--- src/sv/spl_pkg.sv ---
// Package with the types, codes and address helpers of the sorted priority list.
package spl_pkg;

   localparam int DEPTH  = 64;
   localparam int ADDR_W = $clog2(DEPTH);
   localparam int CNT_W  = $clog2(DEPTH + 1);

   localparam logic [2:0] OP_INSERT   = 3'd0;
   localparam logic [2:0] OP_REM_HEAD = 3'd1;
   localparam logic [2:0] OP_REM_TAIL = 3'd2;
   localparam logic [2:0] OP_READ     = 3'd3;
   localparam logic [2:0] OP_CLEAR    = 3'd4;

   localparam logic [1:0] ST_OK    = 2'd0;
   localparam logic [1:0] ST_FULL  = 2'd1;
   localparam logic [1:0] ST_EMPTY = 2'd2;
   localparam logic [1:0] ST_RANGE = 2'd3;

   typedef struct packed {
      logic [2:0]         op;
      logic signed [15:0] priority_req;
      logic [31:0]        payload;
      logic [5:0]         index;
   } req_type;

   typedef struct packed {
      logic [1:0]         status;
      logic signed [15:0] out_priority;
      logic [31:0]        out_payload;
      logic [6:0]         entries;
   } rsp_type;

   typedef struct packed {
      logic signed [15:0] pri;
      logic [31:0]        pay;
   } entry_type;

   typedef enum logic [2:0] {
      FSM_IDLE,
      FSM_INS_HEAD,
      FSM_INS_TAIL,
      FSM_WALK,
      FSM_FETCH,
      FSM_DONE
   } fsm_type;

   function automatic logic [ADDR_W-1:0] phys_addr(input logic [ADDR_W-1:0] base,
                                                   input logic [CNT_W-1:0] offs);
      logic [CNT_W:0] sum;
      sum = (CNT_W+1)'(base) + (CNT_W+1)'(offs);
      if (sum >= (CNT_W+1)'(DEPTH)) begin
         sum = sum - (CNT_W+1)'(DEPTH);
      end
      return ADDR_W'(sum);
   endfunction

   function automatic logic [ADDR_W-1:0] addr_dec(input logic [ADDR_W-1:0] base);
      logic [ADDR_W-1:0] res;
      if (base == '0) begin
         res = ADDR_W'(DEPTH - 1);
      end else begin
         res = base - ADDR_W'(1);
      end
      return res;
   endfunction

endpackage

--- src/sv/sorted_priority_list_top.sv ---
// Sorted priority list held in a circular buffer memory, with its control sequencer.
// Clear, unknown, full and empty transactions go straight to done; removes and reads fetch
// the entry through the single read port of the entry memory; an insert into an empty list
// writes at once, others read head and tail, then move each entry of higher priority one
// place toward the tail. One transaction is in work at a time; the next is taken once the
// result is in the output register. Reset empties the list and holds no result.
module sorted_priority_list_top
   import spl_pkg::*;
(
   input  logic    clock,
   input  logic    reset,
   input  logic    req_valid,
   output logic    req_stall,
   input  req_type req_data,
   output logic    rsp_valid,
   input  logic    rsp_stall,
   output rsp_type rsp_data
);

   entry_type mem [DEPTH];

   fsm_type            state_ff, state_in;
   logic [CNT_W-1:0]   count_ff, count_in;
   logic [ADDR_W-1:0]  head_ff, head_in;
   logic [CNT_W-1:0]   j_ff, j_in;
   logic signed [15:0] head_pri_ff, head_pri_in;
   req_type            req_ff, req_in;
   entry_type          rd_q_ff;
   logic [1:0]         res_status_ff, res_status_in;
   entry_type          res_entry_ff, res_entry_in;
   logic               rsp_valid_ff, rsp_valid_in;
   rsp_type            rsp_ff, rsp_in;

   logic              req_take;
   logic              rsp_load;
   logic              wr_en;
   logic [ADDR_W-1:0] wr_addr;
   entry_type         wr_data;
   logic [ADDR_W-1:0] rd_addr;
   entry_type         new_entry;

   assign req_stall = (state_ff != FSM_IDLE);
   assign req_take  = req_valid && !req_stall;
   assign rsp_load  = (state_ff == FSM_DONE) && (!rsp_valid_ff || !rsp_stall);
   assign rsp_valid = rsp_valid_ff;
   assign rsp_data  = rsp_ff;
   assign new_entry = '{pri: req_ff.priority_req, pay: req_ff.payload};

   always_comb begin
      state_in = state_ff;
      unique case (state_ff)
         FSM_IDLE: begin
            if (req_take) begin
               priority if (req_data.op == OP_INSERT) begin
                  if (count_ff == CNT_W'(DEPTH) || count_ff == '0) begin
                     state_in = FSM_DONE;
                  end else begin
                     state_in = FSM_INS_HEAD;
                  end
               end else if (req_data.op == OP_REM_HEAD || req_data.op == OP_REM_TAIL) begin
                  state_in = (count_ff == '0) ? FSM_DONE : FSM_FETCH;
               end else if (req_data.op == OP_READ) begin
                  if (count_ff == '0 || 32'(req_data.index) >= 32'(count_ff)) begin
                     state_in = FSM_DONE;
                  end else begin
                     state_in = FSM_FETCH;
                  end
               end else begin
                  state_in = FSM_DONE;
               end
            end
         end
         FSM_INS_HEAD: state_in = FSM_INS_TAIL;
         FSM_INS_TAIL: begin
            if (req_ff.priority_req >= rd_q_ff.pri || req_ff.priority_req <= head_pri_ff) begin
               state_in = FSM_DONE;
            end else begin
               state_in = FSM_WALK;
            end
         end
         FSM_WALK: begin
            if (!(rd_q_ff.pri > req_ff.priority_req)) begin
               state_in = FSM_DONE;
            end
         end
         FSM_FETCH: state_in = FSM_DONE;
         FSM_DONE: begin
            if (rsp_load) begin
               state_in = FSM_IDLE;
            end
         end
         default: state_in = FSM_IDLE;
      endcase
   end

   always_comb begin
      count_in      = count_ff;
      head_in       = head_ff;
      j_in          = j_ff;
      head_pri_in   = head_pri_ff;
      req_in        = req_ff;
      res_status_in = res_status_ff;
      res_entry_in  = res_entry_ff;
      wr_en         = 1'b0;
      wr_addr       = head_ff;
      wr_data       = new_entry;
      rd_addr       = head_ff;
      unique case (state_ff)
         FSM_IDLE: begin
            if (req_take) begin
               req_in        = req_data;
               res_status_in = ST_OK;
               res_entry_in  = '0;
               priority if (req_data.op == OP_INSERT) begin
                  if (count_ff == CNT_W'(DEPTH)) begin
                     res_status_in = ST_FULL;
                  end else if (count_ff == '0) begin
                     wr_en    = 1'b1;
                     wr_addr  = head_ff;
                     wr_data  = '{pri: req_data.priority_req, pay: req_data.payload};
                     count_in = CNT_W'(1);
                  end
               end else if (req_data.op == OP_REM_HEAD) begin
                  if (count_ff == '0) begin
                     res_status_in = ST_EMPTY;
                  end else begin
                     rd_addr  = head_ff;
                     head_in  = phys_addr(head_ff, CNT_W'(1));
                     count_in = count_ff - CNT_W'(1);
                  end
               end else if (req_data.op == OP_REM_TAIL) begin
                  if (count_ff == '0) begin
                     res_status_in = ST_EMPTY;
                  end else begin
                     rd_addr  = phys_addr(head_ff, count_ff - CNT_W'(1));
                     count_in = count_ff - CNT_W'(1);
                  end
               end else if (req_data.op == OP_READ) begin
                  if (count_ff == '0) begin
                     res_status_in = ST_EMPTY;
                  end else if (32'(req_data.index) >= 32'(count_ff)) begin
                     res_status_in = ST_RANGE;
                  end else begin
                     rd_addr = phys_addr(head_ff, CNT_W'(req_data.index));
                  end
               end else if (req_data.op == OP_CLEAR) begin
                  count_in = '0;
               end
            end
         end
         FSM_INS_HEAD: begin
            head_pri_in = rd_q_ff.pri;
            rd_addr     = phys_addr(head_ff, count_ff - CNT_W'(1));
         end
         FSM_INS_TAIL: begin
            priority if (req_ff.priority_req >= rd_q_ff.pri) begin
               wr_en    = 1'b1;
               wr_addr  = phys_addr(head_ff, count_ff);
               count_in = count_ff + CNT_W'(1);
            end else if (req_ff.priority_req <= head_pri_ff) begin
               wr_en    = 1'b1;
               wr_addr  = addr_dec(head_ff);
               head_in  = addr_dec(head_ff);
               count_in = count_ff + CNT_W'(1);
            end else begin
               wr_en   = 1'b1;
               wr_addr = phys_addr(head_ff, count_ff);
               wr_data = rd_q_ff;
               rd_addr = phys_addr(head_ff, count_ff - CNT_W'(2));
               j_in    = count_ff - CNT_W'(2);
            end
         end
         FSM_WALK: begin
            wr_en   = 1'b1;
            wr_addr = phys_addr(head_ff, j_ff + CNT_W'(1));
            if (rd_q_ff.pri > req_ff.priority_req) begin
               wr_data = rd_q_ff;
               rd_addr = phys_addr(head_ff, j_ff - CNT_W'(1));
               j_in    = j_ff - CNT_W'(1);
            end else begin
               count_in = count_ff + CNT_W'(1);
            end
         end
         FSM_FETCH: res_entry_in = rd_q_ff;
         FSM_DONE: begin
         end
         default: begin
         end
      endcase
   end

   always_comb begin
      rsp_valid_in = rsp_load || (rsp_valid_ff && rsp_stall);
      rsp_in       = rsp_ff;
      if (rsp_load) begin
         rsp_in.status       = res_status_ff;
         rsp_in.out_priority = res_entry_ff.pri;
         rsp_in.out_payload  = res_entry_ff.pay;
         rsp_in.entries      = 7'(count_ff);
      end
   end

   always_ff @(posedge clock) begin
      if (wr_en) begin
         mem[wr_addr] <= wr_data;
      end
      rd_q_ff <= mem[rd_addr];
   end

   always_ff @(posedge clock) begin
      if (reset) begin
         state_ff     <= FSM_IDLE;
         count_ff     <= '0;
         head_ff      <= '0;
         rsp_valid_ff <= 1'b0;
      end else begin
         state_ff     <= state_in;
         count_ff     <= count_in;
         head_ff      <= head_in;
         rsp_valid_ff <= rsp_valid_in;
      end
   end

   always_ff @(posedge clock) begin
      j_ff          <= j_in;
      head_pri_ff   <= head_pri_in;
      req_ff        <= req_in;
      res_status_ff <= res_status_in;
      res_entry_ff  <= res_entry_in;
      rsp_ff        <= rsp_in;
   end

   a_count_bound: assert property (@(posedge clock) disable iff (reset)
      32'(count_ff) <= DEPTH)
      else $error("entry count exceeds the list depth");

   a_walk_stops: assert property (@(posedge clock) disable iff (reset)
      (state_ff == FSM_WALK && rd_q_ff.pri > req_ff.priority_req) |-> (j_ff != '0))
      else $error("insert walk moved past the head");

   a_full_drop: assert property (@(posedge clock) disable iff (reset)
      (req_take && req_data.op == OP_INSERT && count_ff == CNT_W'(DEPTH))
      |=> (count_ff == CNT_W'(DEPTH) && state_ff == FSM_DONE))
      else $error("insert into a full list changed the count");

   a_rsp_from_done: assert property (@(posedge clock) disable iff (reset)
      $rose(rsp_valid_ff) |-> ($past(state_ff) == FSM_DONE))
      else $error("result transaction raised outside the done state");

endmodule

--- config.mk ---
export PLATFORM = sky130hd
export DESIGN_NAME = sorted_priority_list_top
export DESIGN_NICKNAME = d
export VERILOG_FILES = /design/src/sv/spl_pkg.sv /design/src/sv/sorted_priority_list_top.sv
export SDC_FILE = /design/constraint.sdc
export NUM_CORES = 2
export LEC_CHECK = 0
export BUFFER_PORTS_ARGS = -buffer_cell sky130_fd_sc_hd__buf_4
export CAP_MARGIN = 40
export CORE_MARGIN = 1.5
export CORE_UTILIZATION = 40
export DETAILED_ROUTE_END_ITERATION = 7
export PLACE_DENSITY = 0.62
export SYNTH_ARGS = -nofsm -noshare
export SYNTH_HDL_FRONTEND = slang
export SYNTH_SLANG_ARGS = --single-unit
--- constraint.sdc ---
create_clock -name clock -period 15.7 [get_ports clock]
set_clock_uncertainty 0.15 [all_clocks]
set_input_delay 3.14 -clock clock [delete_from_list [all_inputs] [get_ports clock]]
set_output_delay 3.14 -clock clock [all_outputs]
set_load 0.005 [all_outputs]
Yosys cells after proc, flatten, opt, wreduce, memory -nomap -nowiden
Memory sizes are Yosys's and may differ from the RTL's. A register that Yosys moved wholly into a read port is not among the register bits.
Cells that the tools add are included.
{"block": "word_totals", "wordCells": 183, "mem_bits_rw": 3072, "output_inout_bits": 59, "latchBits": 0, "mem_count": 1, "rom_bits": 0, "inputBits": 61, "regBits": 195}
{"block": "op_classes", "n_mul": 0, "addsub": 20, "mux": 83, "n_div": 0, "shifts": 0, "n_lt_le_gt_ge": 11, "reduce_logical": 28, "eq_ne": 25, "bitwise_logic": 0}
{"memory": "mem", "words": 64, "word_bits": 48, "rd": 1, "rd_clocked_by_memory_dff": 1, "write_ports": 1, "line_no": "sorted_priority_list_top.sv:20", "source": "entry_type mem [DEPTH];"}
{"operator": "48-bit two-way mux", "n": 8}
{"operator": "6-bit two-way mux", "n": 27}
{"operator": "48-bit one-hot mux with 3 select lines", "n": 1}
{"operator": "7-bit two-way mux", "n": 15}
{"operator": "48-bit one-hot mux with 2 select lines", "n": 1}
{"operator": "6-bit by 1-bit subtractor with 6-bit output (second input constant)", "n": 8}
{"operator": "6-bit by 7-bit adder with 8-bit output", "n": 5}
{"operator": "8-bit by 7-bit greater-or-equal comparator with 1-bit output (second input constant)", "n": 5}
{"operator": "3-bit two-way mux", "n": 8}
{"operator": "6-bit one-hot mux with 2 select lines", "n": 2}
{"operator": "6-bit one-hot mux with 4 select lines", "n": 1}
{"operator": "7-bit one-hot mux with 3 select lines", "n": 1}
{"operator": "2-bit != test (second input constant)", "n": 10}
{"operator": "3-bit one-hot mux with 6 select lines", "n": 1}
{"operator": "16-bit greater-or-equal comparator", "n": 1}
{"operator": "16-bit greater-than comparator", "n": 1}
{"operator": "16-bit <= comparator", "n": 1}
{"operator": "7-bit by 1-bit adder with 7-bit output (second input constant)", "n": 2}
{"operator": "7-bit greater-or-equal comparator (second input constant)", "n": 2}
{"operator": "2-bit two-way mux", "n": 7}
{"operator": "7-bit one-hot mux with 2 select lines", "n": 1}
{"operator": "7-bit by 1-bit subtractor with 7-bit output (second input constant)", "n": 2}
{"operator": "3-bit by 2-bit == test with 1-bit output (second input constant)", "n": 4}
{"operator": "5-bit != test (second input constant)", "n": 2}
{"operator": "other kinds (24)", "n": 51}

Longest topological paths before layout
{"block": "logic_depth", "depth_word": 11, "depth_mapped": 22}

Worst setup path after synthesis
OpenSTA, ideal clock, no wires.
{"block": "synth_path", "kind": "input to register", "start": "input port req_data[56] (netlist name)", "end": "memory mem[0][0] (netlist name) (enable)", "stages": 8, "setup_ns": 0.454, "t_arrival_ns": 7.048, "setup_slack_ns": 8.048, "required_time_ns": 15.096, "path_buffers": 2, "cell_sequence": "clkbuf_1 -> or2_2 -> nor4_1 -> nor2_1 -> nor2_1 -> clkbuf_1 -> nand4_1 -> nor2_1"}
{"block": "synth_via", "elab_chain_cells": 6}
{"item": "start: declaration", "line_no": "sorted_priority_list_top.sv:14", "source": "input req_type req_data,"}
{"item": "3-bit logical NOT", "line_no": "sorted_priority_list_top.sv:114", "source": "priority if (req_data.op == OP_INSERT) begin"}
{"item": "1-bit two-way mux", "line_no": "sorted_priority_list_top.sv:114"}
{"item": "1-bit two-way mux", "line_no": "sorted_priority_list_top.sv:110", "source": "if (req_take) begin"}
{"item": "1-bit one-hot mux with 2 select lines", "line_no": "sorted_priority_list_top.sv:108", "source": "unique case (state_ff)"}
{"item": "1-bit two-way mux", "line_no": "sorted_priority_list_top.sv:204", "source": "if (wr_en) begin"}
{"item": "1-bit two-way mux (not written as such)", "line_no": "sorted_priority_list_top.sv:205", "source": "mem[wr_addr] <= wr_data;"}
{"item": "end: declaration", "line_no": "sorted_priority_list_top.sv:20"}
Every way passes these cells.

Worst setup path in the final report
{"block": "layout_path", "start": "input port req_data[2] (netlist name)", "end": "register, netlist name rd_q_ff[21]"}
{"block": "layout_via", "elab_chain_cells": 11}
{"item": "6-bit by 6-bit adder with 7-bit output", "line_no": "spl_pkg.sv:50", "source": "sum = (CNT_W+1)'(base) + (CNT_W+1)'(offs);"}
{"item": "6-bit by 1-bit subtractor with 6-bit output or 7-bit greater-or-equal comparator (tied branches)", "line_no": "spl_pkg.sv:52, spl_pkg.sv:51"}
{"item": "6-bit two-way mux", "line_no": "spl_pkg.sv:51", "source": "if (sum >= (CNT_W+1)'(DEPTH)) begin"}
{"item": "6-bit two-way mux (*)", "line_no": "sorted_priority_list_top.sv:141", "source": "end else if (32'(req_data.index) >= 32'(count_ff)) begin"}
{"item": "6-bit two-way mux (*)", "line_no": "sorted_priority_list_top.sv:139", "source": "if (count_ff == '0) begin"}
{"item": "6-bit two-way mux (*)", "line_no": "sorted_priority_list_top.sv:138", "source": "end else if (req_data.op == OP_READ) begin"}
{"item": "6-bit two-way mux (*)", "line_no": "sorted_priority_list_top.sv:131", "source": "end else if (req_data.op == OP_REM_TAIL) begin"}
{"item": "6-bit two-way mux (*)", "line_no": "sorted_priority_list_top.sv:123", "source": "end else if (req_data.op == OP_REM_HEAD) begin"}
{"item": "6-bit two-way mux (*)", "line_no": "sorted_priority_list_top.sv:114"}
{"item": "6-bit two-way mux (*)", "line_no": "sorted_priority_list_top.sv:110"}
{"item": "6-bit one-hot mux with 4 select lines (*)", "line_no": "sorted_priority_list_top.sv:108"}
Every way passes the cells marked *; elsewhere a longest branch is shown, timed or not.
A chain may end at the register's enable or synchronous reset.

==> impl_metrics.csv <==
group,metric,value,unit
hold_path,min_path_type,"reg -> reg",
cells_and_area,nets,7379,
logic_synthesis,async_flop_share,0,%
power,swShare,34.47,%
clock_tree,htree_levels,5,
timing,worstMarginPinSlew,1148,ps
hold_path,hold_start,"res_entry_ff[20]",
clock_tree,cts-resized-gates,0,
timing,finalMaxSlewViolations,0,
cells_and_area,ff_latch_area,0.09887,mm^2
clock_tree,post_cts_buffers,0,
global_routing,grt-ovfl-total,0,
power,internal-power,19.53,mW
route,vias,71350,
logic_synthesis,syn_area,0.1300,mm^2
cells_and_area,final_layout_size_suffix_gt1_share,22.42,%
setup_path,end_kind,"flip-flop",
clock_tree,cts-root-buf,"clkbuf_16",
logic_synthesis,syn-num-nets,6989,
placed_design,port_buffers,119,
global_routing,busiest_layer,"met2",
timing,slew_headroom,23.47,%
die,row_count,209,
route,drt-initial-drc-count,10510,
route,finalWirelength,385400,um
logic_synthesis,ys_types,84,
setup_path,criticalPathCategory,"in -> reg",
logic_synthesis,ys_ff_latch,3314,
timing,finalCriticalPeriod,8080,ps
setup_path,startpoint_type,"primary input",
status,status,"completed",
setup_path,cp.arrival,8720,ps
power,combPwrFrac,35.4,%
setup_path,critPathRequiredTime,16340,ps
global_routing,gr-usage-met2,36.49,%
power,power_density,199.5,mW/mm^2
setup_path,cp-endpoint,"rd_q_ff[21]",
clock_tree,postCtsHoldBufs,0,
timing,fmax,123.8,MHz
die,initial_core_util,40.16,%
route,wire_per_inst,32.60,um
timing,final.period_utilization,51.47,%
timing,rsz0062_at_grt,"no",
route,firstDrtPassIters,6,
clock_tree,clock_path_buffers,4,
die,die_w,573.1,um
logic_synthesis,synth-seq-area-share,76.03,%
clock_tree,numCtsBuffers,350,
setup_path,worst-path-max-fanout,96,
route,vias_per_cell,6.034,
logic_synthesis,syn_area_per_cell,18.99,um^2
route,ant_nets,0,
logic_synthesis,synth.most_common_cell,"edfxtp_1",
power,p_leak,48.36,nW
logic_synthesis,synth-edff-count,3249,
setup_path,ff2ff_path_depth,15,
cells_and_area,fill_cells,27030,
die,fp.coreArea,0.3237,mm^2
cells_and_area,area_growth,14.92,%
timing,final.setup.tns,0,ps
global_routing,use_met3,4.481,%
logic_synthesis,ys_warn_count,0,
clock_tree,clk_pin_slew,60,ps
setup_path,regToRegStartpoint,"rd_q_ff[45]",
logic_synthesis,postSynthCellCount,6846,
logic_synthesis,yosys-top-cells-area,"edfxtp_1 75%, mux4_2 11%, nand2_1 2.1%",
logic_synthesis,synth_top_area_cell,"edfxtp_1",
clock_tree,clock_latency,970,ps
logic_synthesis,synth_commonest_cells,"3249 x edfxtp_1, 717 x nand2_1, 647 x mux4_2, 316 x nand3_1, 309 x nor2_1",
global_routing,grt_pass1_wl,537300,um
power,seqPwrFrac,38.4,%
global_routing,grt_pass1_vias,69480,
clock_tree,cts.sinks,3314,
global_routing,antenna_found_initial,24,
timing,hold_viol,0,
setup_path,r2r_slack,8470,ps
setup_path,rr_endpoint,"mem[20][14]",
die,die_h,573.1,um
cells_and_area,final_cells,11820,
die,io_pins,120,
setup_path,cp-startpoint,"req_data[2]",
placed_design,hpwl,214500,um
route,drc,0,
logic_synthesis,synth.top_cell.area_share,75.03,%
placed_design,dp_cells,11210,
die,die_area,0.3285,mm^2
power,clock_power_share,26.2,%
placed_design,finalWeightedCongestion,0.8378,
timing,finalSetupViolations,0,
power,ir_worst_vdd,0.0002412,V
global_routing,grt_max_degree,145,
global_routing,gr-usage-met1,31.69,%
cells_and_area,multi_input_area,0.02961,mm^2
power,switchingPower,10.27,mW
job,maxCapViolCount,0,
clock_tree,cts_tree,"yes",
logic_synthesis,synth_ff_type,"edfxtp_1",
global_routing,track_usage,23.03,%
power groups by stage:
stage | clock, mW | combinational [mW] | sequential, mW
2_1_floorplan | 0 | 6.97 | 11.5
3_3_place_gp | 0 | 9.96 | 11.7
4_1_cts | 7.88 | 10.5 | 11.4
6_report | 7.81 | 10.5 | 11.5
5_1_grt | 8.21 | 11.2 | 11.5
3_5_place_dp | 0 | 10.4 | 11.6
cell type report:
cell class | instances | share of cell area [%]
flip-flops and latches | 3314 | 66.16
multi-input cells | 3079 | 19.81
clock buffers | 460 | 6.336
well taps | 4325 | 3.621
repair buffers | 416 | 3.086
clock inverters | 149 | 0.7796
inverters | 75 | 0.1892
diodes | 6 | 0.01005
layer usage:
| metal | part of all wire (%) | vias up | wire (um) |
|---|---|---|---|
| met5 | 0.0034 | - | 13 |
| met4 | 3.9 | 2 | 14950 |
| met3 | 11 | 727 | 40850 |
| met1 | 39 | 37860 | 148700 |
| li1 | - | 28450 | - |
| met2 | 47 | 4312 | 180900 |
worst min-delay path by stage:
stage                   endpoint  slack (ps)  cells after the start
global placement    rsp_data[56]         250                      0
floorplan           rsp_data[10]         250                      0
detailed placement  rsp_data[37]         250                      0
global route         rsp_data[9]         260                      0
finish              rsp_data[27]         260                      0
CTS                  rsp_data[9]         260                      0
sequential cells by signal, summed over array words and instances (netlist names), 7 cells and up:
signal	cells
mem	3072
count_ff	7
head_pri_ff	16
rd_q_ff	48
res_entry_ff	48
new_entry	48
rsp_data	57
per-stage QoR:
step                      setup WS, ps  utilization, %  hold slack [ps]  instance area, um^2  power (mW)
after floorplan                   8048               -            250.3               130000       18.48
after global placement            6199           42.23            253.2               136700       21.63
after detailed placement          6751           42.86            254.5               138800       22.07
after CTS                         7729           46.14            257.3               149400       29.81
after global routing              7335           46.15            260.4               149400       30.82
final                             7620           46.16            258.1               149400       29.81
cells by family (layout without fill, tap and decap cells):
group | Yosys count | in the layout | synth area share (%)
AND/OR/NAND/NOR | 1510 | 1510 | 5.012
XOR/XNOR | 47 | 47 | 0.3166
other | 0 | 6 | 0
multiplexers | 872 | 872 | 12.98
adder cells (fa/ha/maj) | 82 | 82 | 0.8237
buffers and inverters | 453 | 1100 | 1.725
AO/OA/AOI/OAI | 568 | 568 | 3.104
flip-flops | 3314 | 3314 | 76.03
cell usage in the layout, fill, tap and decap left out, types with 17 or more instances in the layout:
master	synthesis	layout
buf_12	3	67
clkinv_2	0	59
buf_4	53	311
buf_16	0	32
clkbuf_1	194	86
o21ai_1	23	22
clkbuf_8	0	19
a32oi_1	74	74
nand4_1	35	35
nand3_1	316	316
mux4_2	647	647
nor2_1	309	239
edfxtp_1	3249	3249
nand2_2	1	24
ha_1	76	76
o21ai_0	101	101
o221ai_1	59	59
clkbuf_16	0	355
nor2_4	0	68
xor2_1	17	17
mux2i_1	214	214
a31oi_1	21	21
a22oi_1	51	51
and3_1	56	56
dfxtp_1	65	64
nand2_1	717	691
a21oi_1	88	87
xnor2_1	30	30
clkinv_1	0	54
inv_1	74	73
critical path, cell delays in order:
cell and delay (ps):
buf_4 110, ha_1 310, a21oi_1 160, o21ai_0 140, a211oi_1 270, buf_2 260, nand2b_1 140, a221oi_2 70
a221oi_1 310, a31o_1 250, and2_4 560, buf_4 650, buf_12 530, mux4_2 610, nand2_1 90, nand3_1 140
a32oi_1 460, o221ai_1 200
No activity file was read; power rests on OpenSTA's default activity.
